`src/sv/rpi_pkg.sv`:
```
// Shared types and constants for the ray/plane intersection unit.
package rpi_pkg;
    localparam int DataW     = 32;
    localparam int DistW     = 31;
    localparam int EpsW      = 16;
    localparam int DotW      = 66;
    localparam int FracBitsD = 16;
    localparam int NumRegs   = 7;
    localparam int IdxW      = 3;

    localparam logic [IdxW-1:0] RegNormalX = 3'd0;
    localparam logic [IdxW-1:0] RegNormalY = 3'd1;
    localparam logic [IdxW-1:0] RegNormalZ = 3'd2;
    localparam logic [IdxW-1:0] RegAnchorX = 3'd3;
    localparam logic [IdxW-1:0] RegAnchorY = 3'd4;
    localparam logic [IdxW-1:0] RegAnchorZ = 3'd5;
    localparam logic [IdxW-1:0] RegEps     = 3'd6;

    // Division state handed from cell to cell
    typedef struct packed {
        logic             valid;
        logic             live;
        logic [DistW-1:0] best;
        logic [64:0]      rem;
        logic [63:0]      den;
        logic [95:0]      num;
        logic [DistW-1:0] quo;
        logic             sat;
    } div_word_t;
endpackage

```
`src/sv/rpi_div_cell.sv`:
```
// One restoring-division cell: produces one quotient bit per cycle while adv is high.
module rpi_div_cell (
    input  logic               aclk,
    input  logic               aresetn,
    input  logic               adv,
    input  rpi_pkg::div_word_t in_word,
    output rpi_pkg::div_word_t out_word
);
    import rpi_pkg::*;

    div_word_t  word_reg;
    div_word_t  word_next;
    logic [64:0] shifted;
    logic        take;

    // Shift in next numerator bit, subtract when it fits
    always_comb begin
        word_next = in_word;
        shifted   = {in_word.rem[63:0], in_word.num[95]};
        take      = in_word.rem[64] || (shifted >= {1'b0, in_word.den});
        word_next.num = {in_word.num[94:0], 1'b0};
        word_next.rem = take ? (shifted - {1'b0, in_word.den}) : shifted;
        word_next.sat = in_word.sat | in_word.quo[DistW-1];
        word_next.quo = {in_word.quo[DistW-2:0], take};
    end

    always_ff @(posedge aclk) begin
        if (!aresetn) begin
            word_reg.valid <= 1'b0;
        end else if (adv) begin
            word_reg.valid <= word_next.valid;
        end
        if (adv) begin
            word_reg.live <= word_next.live;
            word_reg.best <= word_next.best;
            word_reg.rem  <= word_next.rem;
            word_reg.den  <= word_next.den;
            word_reg.num  <= word_next.num;
            word_reg.quo  <= word_next.quo;
            word_reg.sat  <= word_next.sat;
        end
    end

    assign out_word = word_reg;
endmodule

```
`config.mk`:
```
export PLATFORM = sky130hd
export DESIGN_NAME = rpi_div_cell
export DESIGN_NICKNAME = d
export VERILOG_FILES = /design/src/sv/rpi_pkg.sv /design/src/sv/rpi_div_cell.sv
export SDC_FILE = /design/constraint.sdc
export NUM_CORES = 1
export LEC_CHECK = 0
export BUFFER_PORTS_ARGS = -buffer_cell sky130_fd_sc_hd__buf_2
export CAP_MARGIN = 20
export CELL_PAD_IN_SITES_DETAIL_PLACEMENT = 0
export CELL_PAD_IN_SITES_GLOBAL_PLACEMENT = 1
export CORE_AREA = 2 2 226 228
export CTS_CLUSTER_DIAMETER = 30
export DETAILED_ROUTE_END_ITERATION = 10
export DIE_AREA = 0 0 228 230
export GPL_ROUTABILITY_DRIVEN = 0
export MAX_ROUTING_LAYER = met4
export PLACE_DENSITY_LB_ADDON = 0.1
export SYNTH_ARGS = -nofsm -noshare
export SYNTH_HDL_FRONTEND = slang
export SYNTH_SLANG_ARGS = --single-unit
```
`constraint.sdc`:
```
create_clock -name aclk -period 2.9 [get_ports aclk]
set_input_delay 0.145 -clock aclk [delete_from_list [all_inputs] [get_ports aclk]]
set_output_delay 0.145 -clock aclk [all_outputs]
set_load 0.01 [all_outputs]
```
# Yosys cells after proc, flatten, opt, wreduce, memory -nomap -nowiden
# Cells that the tools add are included.
[totals]
regBits = 289
elab_cells = 13
[classes]
n_reduce_logical = 1
muxes = 1
n_bitwise = 1
n_lt_le_gt_ge = 1
add_sub_neg = 1
[op_table]
columns = ["cell", "count"]
rows = [
  ["$ge A65 B64 Y1", 1],
  ["$mux W65", 1],
  ["$sub A65 B64 Y65", 1],
  ["$logic_or A1 B1 Y1", 1],
  ["$or A1 B1 Y1", 1],
]

# Longest topological paths before layout
# Gate-level depths: netlist of run 1.
[logic_depth]
word_depth = 3
ltp_mapped = 15

# Worst setup path after synthesis of run 1
# No wires, ideal clock.
[synth_path]
kind = "input-to-reg"
from = "input port in_word[127] (netlist bit)"
to = "register word_reg (netlist bit out_word[256]) (data pin)"
cell_stages = 12
path_slack_ns = 0.183
setup_ns = 0.255
t_arrival_ns = 2.462
n_path_buf = 0
cell_sequence = "inv_1 > ha_1 > fa_1 > nand2b_1 > a21oi_1 > o211ai_2 > a211oi_1 > o22ai_2 > o21ai_2 > a221o_1 > xnor2_1 > and2_1"
[synth_lines]
columns = ["item", "line", "source"]
rows = [
  ["start: declaration", "rpi_div_cell.sv:6", "input rpi_pkg::div_word_t in_word,"],
  ["end: declaration", "rpi_div_cell.sv:11", "div_word_t word_reg;"],
]

==> report_table.html, run 1 <==
<table>
<tr><th>Metric</th><th>Value</th></tr>
<tr><th colspan="2">Hold path</th></tr>
<tr><td>Worst hold-check path type</td><td>in -&gt; reg</td></tr>
<tr><td>Startpoint of the tightest hold check path</td><td>adv</td></tr>
<tr><th colspan="2">Final layout</th></tr>
<tr><td>Relative area change from synthesis to final layout</td><td>79.4%</td></tr>
<tr><td>Flip-flop count of the largest register, all copies and words added</td><td>289</td></tr>
<tr><td>Number of standard cells in the final layout excluding fillers</td><td>between 3,000 and 4,000</td></tr>
<tr><td>Number of nets in the finished design</td><td>2,617</td></tr>
<tr><td>Share of cells above drive strength 1</td><td>0.427</td></tr>
<tr><td>Design Area, Final</td><td>25,200 um^2</td></tr>
<tr><td>Utilization after layout</td><td>0.505</td></tr>
<tr><th colspan="2">Global routing</th></tr>
<tr><td>GRT met3 Usage</td><td>0.0603</td></tr>
<tr><td>Global-route wire length before repair</td><td>just under 90,000 um</td></tr>
<tr><td>GR met1 Demand/Resource</td><td>0.279</td></tr>
<tr><td>Number of global-route vias before repair</td><td>about 14,000</td></tr>
<tr><td>Global-route usage over all layers</td><td>0.233</td></tr>
<tr><td>Layer carrying the most global-route usage</td><td>met2</td></tr>
<tr><td>Remaining Overflow, GRT</td><td>0</td></tr>
<tr><td>M2 GR Usage</td><td>0.378</td></tr>
<tr><td>Maximum number of pins on one net before global-route repair</td><td>73</td></tr>
<tr><td>Initial antenna violation count</td><td>8</td></tr>
<tr><th colspan="2">STA</th></tr>
<tr><td>Clk_skew</td><td>0 ps</td></tr>
<tr><td>Final hold vios</td><td>0</td></tr>
<tr><td>Maximum operating frequency</td><td>~0.35 GHz</td></tr>
<tr><td>Final setup violation count</td><td>0</td></tr>
<tr><td>Final number of max-transition violations</td><td>0</td></tr>
<tr><td>Worst path setup slack after routing</td><td>approximately 36 ps</td></tr>
<tr><td>Slew HR</td><td>0.594</td></tr>
<tr><td>Actual slew at the worst max-slew pin</td><td>605 ps</td></tr>
<tr><td>Post-route fraction of the period consumed by the critical path</td><td>0.988</td></tr>
<tr><td>Fin crit period</td><td>roughly 2900 ps</td></tr>
<tr><td>Setup repair after global routing missed its margin</td><td>yes</td></tr>
<tr><th colspan="2">Floorplan</th></tr>
<tr><td>Die boundary width</td><td>around 230 um</td></tr>
<tr><td>Area enclosed by the die boundary</td><td>52,400 um^2</td></tr>
<tr><td>Core area</td><td>between 40,000 and 50,000 um^2</td></tr>
<tr><td>Starting Density</td><td>0.282</td></tr>
<tr><td>Standard-cell rows</td><td>82</td></tr>
<tr><td>Number of top-level pins</td><td>583</td></tr>
<tr><td>Height of the die</td><td>about 230 um</td></tr>
<tr><th colspan="2">Yosys</th></tr>
<tr><td>Most used flip-flop cell after synthesis</td><td>edfxtp_1</td></tr>
<tr><td>Register area share after synthesis</td><td>0.617</td></tr>
<tr><td>Cell with the most instances after synthesis</td><td>edfxtp_1</td></tr>
<tr><td>EDFF count, synth</td><td>288</td></tr>
<tr><td>Area share of the largest cell type after synthesis</td><td>0.616</td></tr>
<tr><td>Syn_nets</td><td>between 1,500 and 2,000</td></tr>
<tr><td>Number of standard cells after synthesis</td><td>~1,100</td></tr>
<tr><td>Mapped Area</td><td>around 14,000 um^2</td></tr>
<tr><td>Proportion of register bits with asynchronous set or reset after synthesis</td><td>0</td></tr>
<tr><td>Library cell with the largest summed area after synthesis</td><td>edfxtp_1</td></tr>
<tr><td>Ranking of synthesized cells by instance count</td><td>288 x edfxtp_1, 125 x a21oi_1, 98 x nor2_1</td></tr>
<tr><td>Dominant cells by area after synthesis</td><td>edfxtp_1 62%, ha_1 5.7%, a21oi_1 4.5%</td></tr>
<tr><td>Total of flip-flops plus latches after synthesis</td><td>about 290</td></tr>
<tr><td>Yosys cell types</td><td>about 80</td></tr>
<tr><td>Mean Syn Cell Area</td><td>12.3 um^2</td></tr>
<tr><td>Count of yosys warnings during synthesis</td><td>0</td></tr>
<tr><th colspan="2">Power and ir drop</th></tr>
<tr><td>Power density relative to cell area</td><td>between 600 and 700 nW/um^2</td></tr>
<tr><td>Sequential cell fraction of total power</td><td>0.303</td></tr>
<tr><td>P_leak</td><td>around 11 nW</td></tr>
<tr><td>Clock network power share</td><td>0.516</td></tr>
<tr><td>Sw power</td><td>between 4 and 5 mW</td></tr>
<tr><td>Final Total Pwr</td><td>about 17 mW</td></tr>
<tr><td>Logic gate share of total power</td><td>0.181</td></tr>
<tr><td>Maximum resistive drop on vdd</td><td>approximately 420 uV</td></tr>
<tr><td>Switching part of the total</td><td>0.260</td></tr>
<tr><td>Internal power</td><td>about 13 mW</td></tr>
<tr><th colspan="2">Clock tree</th></tr>
<tr><td>Number of buffers inserted during clock tree synthesis</td><td>80</td></tr>
<tr><td>CTS tree</td><td>done</td></tr>
<tr><td>Clock latency reported for the late side of the worst-skew pair</td><td>around 610 ps</td></tr>
<tr><td>Maximum number of buffers from clock root to sink</td><td>3</td></tr>
<tr><td>Number of H-tree levels</td><td>3</td></tr>
<tr><td>Clock slew seen by the registers of the worst setup and hold paths</td><td>40 ps</td></tr>
<tr><td>Root Driver</td><td>clkbuf_16</td></tr>
<tr><td>Number of clock sinks</td><td>slightly below 300</td></tr>
<tr><th colspan="2">Placed design</th></tr>
<tr><td>Input/output buffers</td><td>~580</td></tr>
<tr><td>Worst setup slack before clock tree synthesis</td><td>-225 ps</td></tr>
<tr><td>Half-perimeter wire length of the detailed placement result</td><td>46,300 um</td></tr>
<tr><td>Placed Cells incl. Taps</td><td>about 2,600</td></tr>
<tr><td>Standard cell area after detailed placement</td><td>about 19,000 um^2</td></tr>
<tr><th colspan="2">Critical path</th></tr>
<tr><td>Worst endpoint required time</td><td>approximately 3300 ps</td></tr>
<tr><td>End point of the critical path</td><td>out_word[243]</td></tr>
<tr><td>R2R setup slack</td><td>1750 ps</td></tr>
<tr><td>Critical Path Start Type</td><td>input port</td></tr>
<tr><td>CP max stage delay</td><td>540 ps</td></tr>
<tr><td>Origin of the worst setup path</td><td>in_word[192]</td></tr>
<tr><td>Crit-path slowest cell</td><td>dlygate4sd3_1</td></tr>
<tr><td>Ordered cell list for the critical path</td><td>dlygate4sd3_1 &gt; buf_2 &gt; ha_1 &gt; nand2b_1 &gt; a21oi_2 &gt; o31ai_2 &gt; buf_4 &gt; o311ai_4 &gt; a21o_1 &gt; a21oi_2 &gt; o31a_4 &gt; buf_12 &gt; buf_4 &gt; o31ai_2</td></tr>
<tr><td>Critical register-to-register path startpoint</td><td>out_word[289]</td></tr>
<tr><td>Critical path arrival</td><td>between 3000 and 4000 ps</td></tr>
<tr><td>CP endpoint kind</td><td>flop</td></tr>
<tr><td>Critical register-to-register path endpoint</td><td>out_word[289]</td></tr>
<tr><td>Worst reg2reg path depth</td><td>3</td></tr>
<tr><td>Critical path fanouts, max</td><td>13</td></tr>
<tr><td>Worst Path Class, Setup</td><td>in -&gt; reg</td></tr>
<tr><th colspan="2">Detailed routing</th></tr>
<tr><td>Avg Vias per Cell</td><td>about 4.5</td></tr>
<tr><td>Total detailed-routing wirelength</td><td>about 61,000 um</td></tr>
<tr><td>Drt first pass iters</td><td>4</td></tr>
<tr><td>Starting DRT DRC Count</td><td>606</td></tr>
<tr><td>Antenna-violating nets left</td><td>0</td></tr>
<tr><td>Post-route DRC violation count</td><td>0</td></tr>
<tr><td>Wire length per cell after detailed routing</td><td>20.3 um</td></tr>
<tr><td>Via count</td><td>roughly 14,000</td></tr>
<tr><th colspan="2">Outcome</th></tr>
<tr><td>Run status</td><td>finished, final reports clean</td></tr>
<tr><th colspan="2">Run</th></tr>
<tr><td>Count of maximum capacitance violations</td><td>0</td></tr>
</table>
-- logic make-up (layout without fill, tap and decap cells) --
group                      Yosys count  after routing  synth area share
xor gates and xnor gates            52             52            0.0324
muxes                                3              3           0.00223
adders and majority gates           65             65            0.0585
and+or+nand+nor                    299            299             0.103
DFF                                289            289             0.617
other                                1             10          0.000267
buffers and inverters              121           1300            0.0375
AOI/OAI and AO/OA                  313            313             0.148
-- layout make-up --
cell class	instances	area [um^2]
timing repair buffer	1071	7450
antenna	9	22.5
multi-input combinational	733	5150
tap	672	841
clock inverter	53	683
inverter	84	318
clock buffer	92	2050
fill	4643	24700
sequential	289	8670
-- critical path: cells and delay by family --
family                   cells  cell delay [ps]
AO/OA/AOI/OAI                7             1540
adder cells (fa/ha/maj)      1              290
buffers and inverters        5             1170
AND/OR/NAND/NOR              1              100
-- cells in the final DEF, fill, tap and decap left out, drive strengths merged, types with 15 or more instances in the layout --
| master | Yosys | layout |
|---|---|---|
| inv | 84 | 86 |
| o21bai | 16 | 16 |
| buf | 25 | 779 |
| and3 | 22 | 22 |
| clkbuf | 12 | 94 |
| clkinv | 0 | 36 |
| xor2 | 23 | 23 |
| nor2 | 99 | 99 |
| a21o | 22 | 22 |
| nand2 | 87 | 87 |
| xnor2 | 29 | 29 |
| a21oi | 129 | 129 |
| nand3 | 15 | 15 |
| o21ai | 69 | 69 |
| ha | 64 | 64 |
| nand4 | 19 | 19 |
| dlygate4sd3 | 0 | 289 |
| nor3 | 20 | 20 |
| edfxtp | 288 | 288 |
-- stage by stage --
stage / setup TNS (ps) / hold WS, ps
after global placement: -2340 / 322
after floorplan: 0 / 244
after global routing: -80.9 / 17.8
after detailed placement: -3010 / 323
after CTS: 0 / 6.17
final: 0 / 8.50
-- worst min-delay path by stage --
| stage | cells after the start | slack, ps | to |
|---|---|---|---|
| finish | 1 | 8 | out_word[181] |
| global route | 1 | 20 | out_word[242] |
| CTS | 3 | 6 | out_word[256] |
| detailed placement | 1 | 320 | out_word[48] |
| global placement | 1 | 320 | out_word[28] |
| floorplan | 0 | 240 | out_word[100] |
-- power groups by stage --
stage | logic (mW) | registers [mW] | clock network [mW]
after floorplan | 0.990 | 5.52 | 0
after global placement | 2.71 | 5.28 | 0
after detailed placement | 2.70 | 5.28 | 0
after CTS | 3.05 | 5.23 | 9.06
after global routing | 3.40 | 5.26 | 9.29
final | 3.13 | 5.22 | 8.90
-- per-layer routing --
metal	vias to the layer above	part of all wire
met2	469	0.48
met4	0	0.029
li1	6533	-
met5	-	0
met1	6462	0.43
met3	81	0.063
-- timing repair --
item / CTS / global route
hold buffers: 290 / 0
setup endpoints to repair: 0 / 65
endpoints found under the hold margin: 287 / 0
resized for setup: 0 / 73
setup buffers: 0 / 6
Power figures use the tool's default switching activity.
==> run 2, diff against run 1 <==
- GPL_TIMING_DRIVEN: unset -> 0
==> report_table.html, run 2 (synthesis results as in run 1) <==
<table>
<tr><th>Metric</th><th>Value</th></tr>
<tr><th colspan="2">Critical path</th></tr>
<tr><td>Worst reg2reg path depth</td><td>3 (unchanged)</td></tr>
<tr><td>R2R setup slack</td><td>1760 ps (about the same)</td></tr>
<tr><td>Crit-path slowest cell</td><td>dlygate4sd3_1</td></tr>
<tr><td>CP max stage delay</td><td>530 ps (about the same)</td></tr>
<tr><td>Critical path arrival</td><td>3090 ps (-170 ps)</td></tr>
<tr><td>CP endpoint kind</td><td>flop</td></tr>
<tr><td>Worst Path Class, Setup</td><td>in -&gt; reg</td></tr>
<tr><td>Ordered cell list for the critical path</td><td>dlygate4sd3_1 &gt; buf_2 &gt; inv_1 &gt; ha_1 &gt; nand2_1 &gt; nor2_1 &gt; and3_1 &gt; nand3_1 &gt; o21ai_0 &gt; a21oi_1 &gt; o31a_1 &gt; buf_6 &gt; clkbuf_4 &gt; nand2_1 &gt; o21ai_0</td></tr>
<tr><td>Critical register-to-register path endpoint</td><td>out_word[289]</td></tr>
<tr><td>Critical path fanouts, max</td><td>10 (-3)</td></tr>
<tr><td>Worst endpoint required time</td><td>3220 ps (-80 ps)</td></tr>
<tr><td>Critical register-to-register path startpoint</td><td>out_word[289]</td></tr>
<tr><td>Critical Path Start Type</td><td>input port</td></tr>
<tr><th colspan="2">Hold path</th></tr>
<tr><td>Worst hold-check path type</td><td>in -&gt; reg</td></tr>
<tr><td>Cell count of the worst hold path</td><td>3 (+2)</td></tr>
<tr><td>Startpoint of the tightest hold check path</td><td>in_word[255]</td></tr>
<tr><td>Worst Hold Path EP</td><td>out_word[256]</td></tr>
<tr><th colspan="2">STA</th></tr>
<tr><td>Slew HR</td><td>0.517 (-0.0762)</td></tr>
<tr><td>Clk_skew</td><td>0 ps (unchanged)</td></tr>
<tr><td>Final number of max-transition violations</td><td>0 (unchanged)</td></tr>
<tr><td>Final hold vios</td><td>0 (unchanged)</td></tr>
<tr><td>Post-route fraction of the period consumed by the critical path</td><td>0.954 (-0.0336)</td></tr>
<tr><td>Maximum operating frequency</td><td>0.361 GHz (+3.5%)</td></tr>
<tr><td>Fin crit period</td><td>2770 ps (-97.4 ps)</td></tr>
<tr><td>Actual slew at the worst max-slew pin</td><td>716 ps (+111 ps)</td></tr>
<tr><td>Final setup violation count</td><td>0 (unchanged)</td></tr>
<tr><th colspan="2">Clock tree</th></tr>
<tr><td>CTS tree</td><td>done</td></tr>
<tr><td>Number of H-tree levels</td><td>3 (unchanged)</td></tr>
<tr><td>Number of clock sinks</td><td>289 (unchanged)</td></tr>
<tr><td>Clock latency reported for the late side of the worst-skew pair</td><td>620 ps (about the same)</td></tr>
<tr><td>Maximum number of buffers from clock root to sink</td><td>3 (unchanged)</td></tr>
<tr><td>Clock slew seen by the registers of the worst setup and hold paths</td><td>40 ps (about the same)</td></tr>
<tr><td>Number of buffers inserted during clock tree synthesis</td><td>86 (+7.5%)</td></tr>
<tr><td>Postcts setup bufs</td><td>0 (unchanged)</td></tr>
<tr><td>Root Driver</td><td>clkbuf_16</td></tr>
<tr><th colspan="2">Global routing</th></tr>
<tr><td>Maximum number of pins on one net before global-route repair</td><td>83 (+14%)</td></tr>
<tr><td>Global-route wire length before repair</td><td>88,700 um (-0.45%)</td></tr>
<tr><td>Number of global-route vias before repair</td><td>13,900 (-3.2%)</td></tr>
<tr><td>Remaining Overflow, GRT</td><td>0 (unchanged)</td></tr>
<tr><td>Global-route usage over all layers</td><td>0.233 (+0.000633)</td></tr>
<tr><td>Initial antenna violation count</td><td>9 (+1)</td></tr>
<tr><th colspan="2">Final layout</th></tr>
<tr><td>Flip-flop count of the largest register, all copies and words added</td><td>289 (unchanged)</td></tr>
<tr><td>Share of cells above drive strength 1</td><td>0.366 (-0.0609)</td></tr>
<tr><td>Number of nets in the finished design</td><td>2,459 (-6.0%)</td></tr>
<tr><td>Relative area change from synthesis to final layout</td><td>69.1%</td></tr>
<tr><td>Commonest cells after routing, fill and taps aside</td><td>593 x buf_2, 291 x dlygate4sd3_1, 288 x edfxtp_1</td></tr>
<tr><td>Design Area, Final</td><td>23,700 um^2 (-5.7%)</td></tr>
<tr><td>Utilization after layout</td><td>0.476 (-0.0290)</td></tr>
<tr><td>Fillers</td><td>4,740 (+2.1%)</td></tr>
<tr><td>Most common cell after layout, fill and taps aside</td><td>buf_2</td></tr>
<tr><td>Number of standard cells in the final layout excluding fillers</td><td>2,852 (-5.0%)</td></tr>
<tr><th colspan="2">Run</th></tr>
<tr><td>Count of maximum capacitance violations</td><td>0 (unchanged)</td></tr>
<tr><th colspan="2">Detailed routing</th></tr>
<tr><td>Post-route DRC violation count</td><td>0 (unchanged)</td></tr>
<tr><td>Antenna-violating nets left</td><td>0 (unchanged)</td></tr>
<tr><td>Drt first pass iters</td><td>5 (+1)</td></tr>
<tr><td>Via count</td><td>13,000 (-4.2%)</td></tr>
<tr><td>Starting DRT DRC Count</td><td>673 (+11%)</td></tr>
<tr><td>Wire length per cell after detailed routing</td><td>21.1 um (+3.7%)</td></tr>
<tr><td>Total detailed-routing wirelength</td><td>60,200 um (-1.5%)</td></tr>
<tr><td>Avg Vias per Cell</td><td>4.55 (+0.83%)</td></tr>
<tr><th colspan="2">Floorplan</th></tr>
<tr><td>Standard-cell rows</td><td>82 (unchanged)</td></tr>
<tr><td>Number of top-level pins</td><td>583 (unchanged)</td></tr>
<tr><td>Starting Density</td><td>0.282 (unchanged)</td></tr>
<tr><td>Core area</td><td>49,900 um^2 (unchanged)</td></tr>
<tr><td>Die boundary width</td><td>228 um (unchanged)</td></tr>
<tr><td>Height of the die</td><td>230 um (unchanged)</td></tr>
<tr><td>Area enclosed by the die boundary</td><td>52,400 um^2 (unchanged)</td></tr>
<tr><th colspan="2">Power and ir drop</th></tr>
<tr><td>Final Total Pwr</td><td>17.2 mW (-0.38%)</td></tr>
<tr><td>Power density relative to cell area</td><td>724 nW/um^2 (+5.7%)</td></tr>
<tr><td>Maximum resistive drop on vdd</td><td>560 uV (+32%)</td></tr>
<tr><td>P_leak</td><td>10.4 nW (-7.3%)</td></tr>
<tr><th colspan="2">Placed design</th></tr>
<tr><td>Standard cell area after detailed placement</td><td>17,900 um^2 (-6.5%)</td></tr>
<tr><td>Input/output buffers</td><td>581 (unchanged)</td></tr>
<tr><td>Placed Cells incl. Taps</td><td>2,399 (-6.0%)</td></tr>
<tr><td>Half-perimeter wire length of the detailed placement result</td><td>45,900 um (-0.85%)</td></tr>
<tr><th colspan="2">Outcome</th></tr>
<tr><td>Run status</td><td>finished, final reports clean</td></tr>
</table>
run 2: worst max path at each step:
stage                       from       endpoint  slack (ps)  cells after the start
CTS                 in_word[186]  out_word[204]          20                     15
detailed placement  in_word[156]  out_word[241]        -660                     14
global placement             adv  out_word[289]       -2810                      3
finish              in_word[189]  out_word[204]         130                     15
global route        in_word[150]  out_word[248]         -20                     16
floorplan           in_word[127]  out_word[256]         180                     12
run 2: routing by layer:
| layer | routed length (um) | track usage | vias to the layer above | share of wire |
|---|---|---|---|---|
| met5 | 0 | - | - | 0 |
| met4 | 2190 | 0.0931 | 0 | 0.036 |
| met3 | 4240 | 0.0756 | 112 | 0.071 |
| met2 | 28700 | 0.375 | 472 | 0.48 |
| met1 | 25100 | 0.271 | 6170 | 0.42 |
| li1 | - | - | 6217 | - |
run 2: through the flow:
step / hold slack [ps] / setup slack, ps / setup TNS (ps)
floorplan: 244 / 183 / 0
global placement: 322 / -2810 / -808120
detailed placement: 323 / -657 / -33940
CTS: 7.28 / 17.7 / 0
global route: 48.1 / -22.4 / -111
finish: 37.8 / 133 / 0
run 2: cell type report:
type	count	area, um^2	area share
inverters	84	315	0.0133
well taps	672	841	0.0354
repair buffers	875	5910	0.249
flip-flops and latches	289	8670	0.365
diodes	10	25.0	0.00105
plain buffers	32	203	0.00854
clock inverters	58	656	0.0276
clock buffers	99	2240	0.0945
multi-input cells	733	4870	0.205
run 2: power by group:
group          switching (mW)  internal [mW]  leakage [nW]
sequential             0.0962           5.11          2.83
combinational            1.57           1.17          6.16
clock                    2.90           6.34          1.39
run 2: what timing repair did:
item / CTS / global route
endpoints found under the setup margin: 4 / 64
hold buffers: 291 / 0
hold endpoints to repair: 302 / 0
resized for setup: 2 / 10
run 2: critical path: cells and delay by family:
kind | cells | cell delay (ps)
adder cells (fa/ha/maj) | 1 | 410
AO/OA/AOI/OAI | 4 | 570
buffers and inverters | 5 | 1150
AND/OR/NAND/NOR | 5 | 820
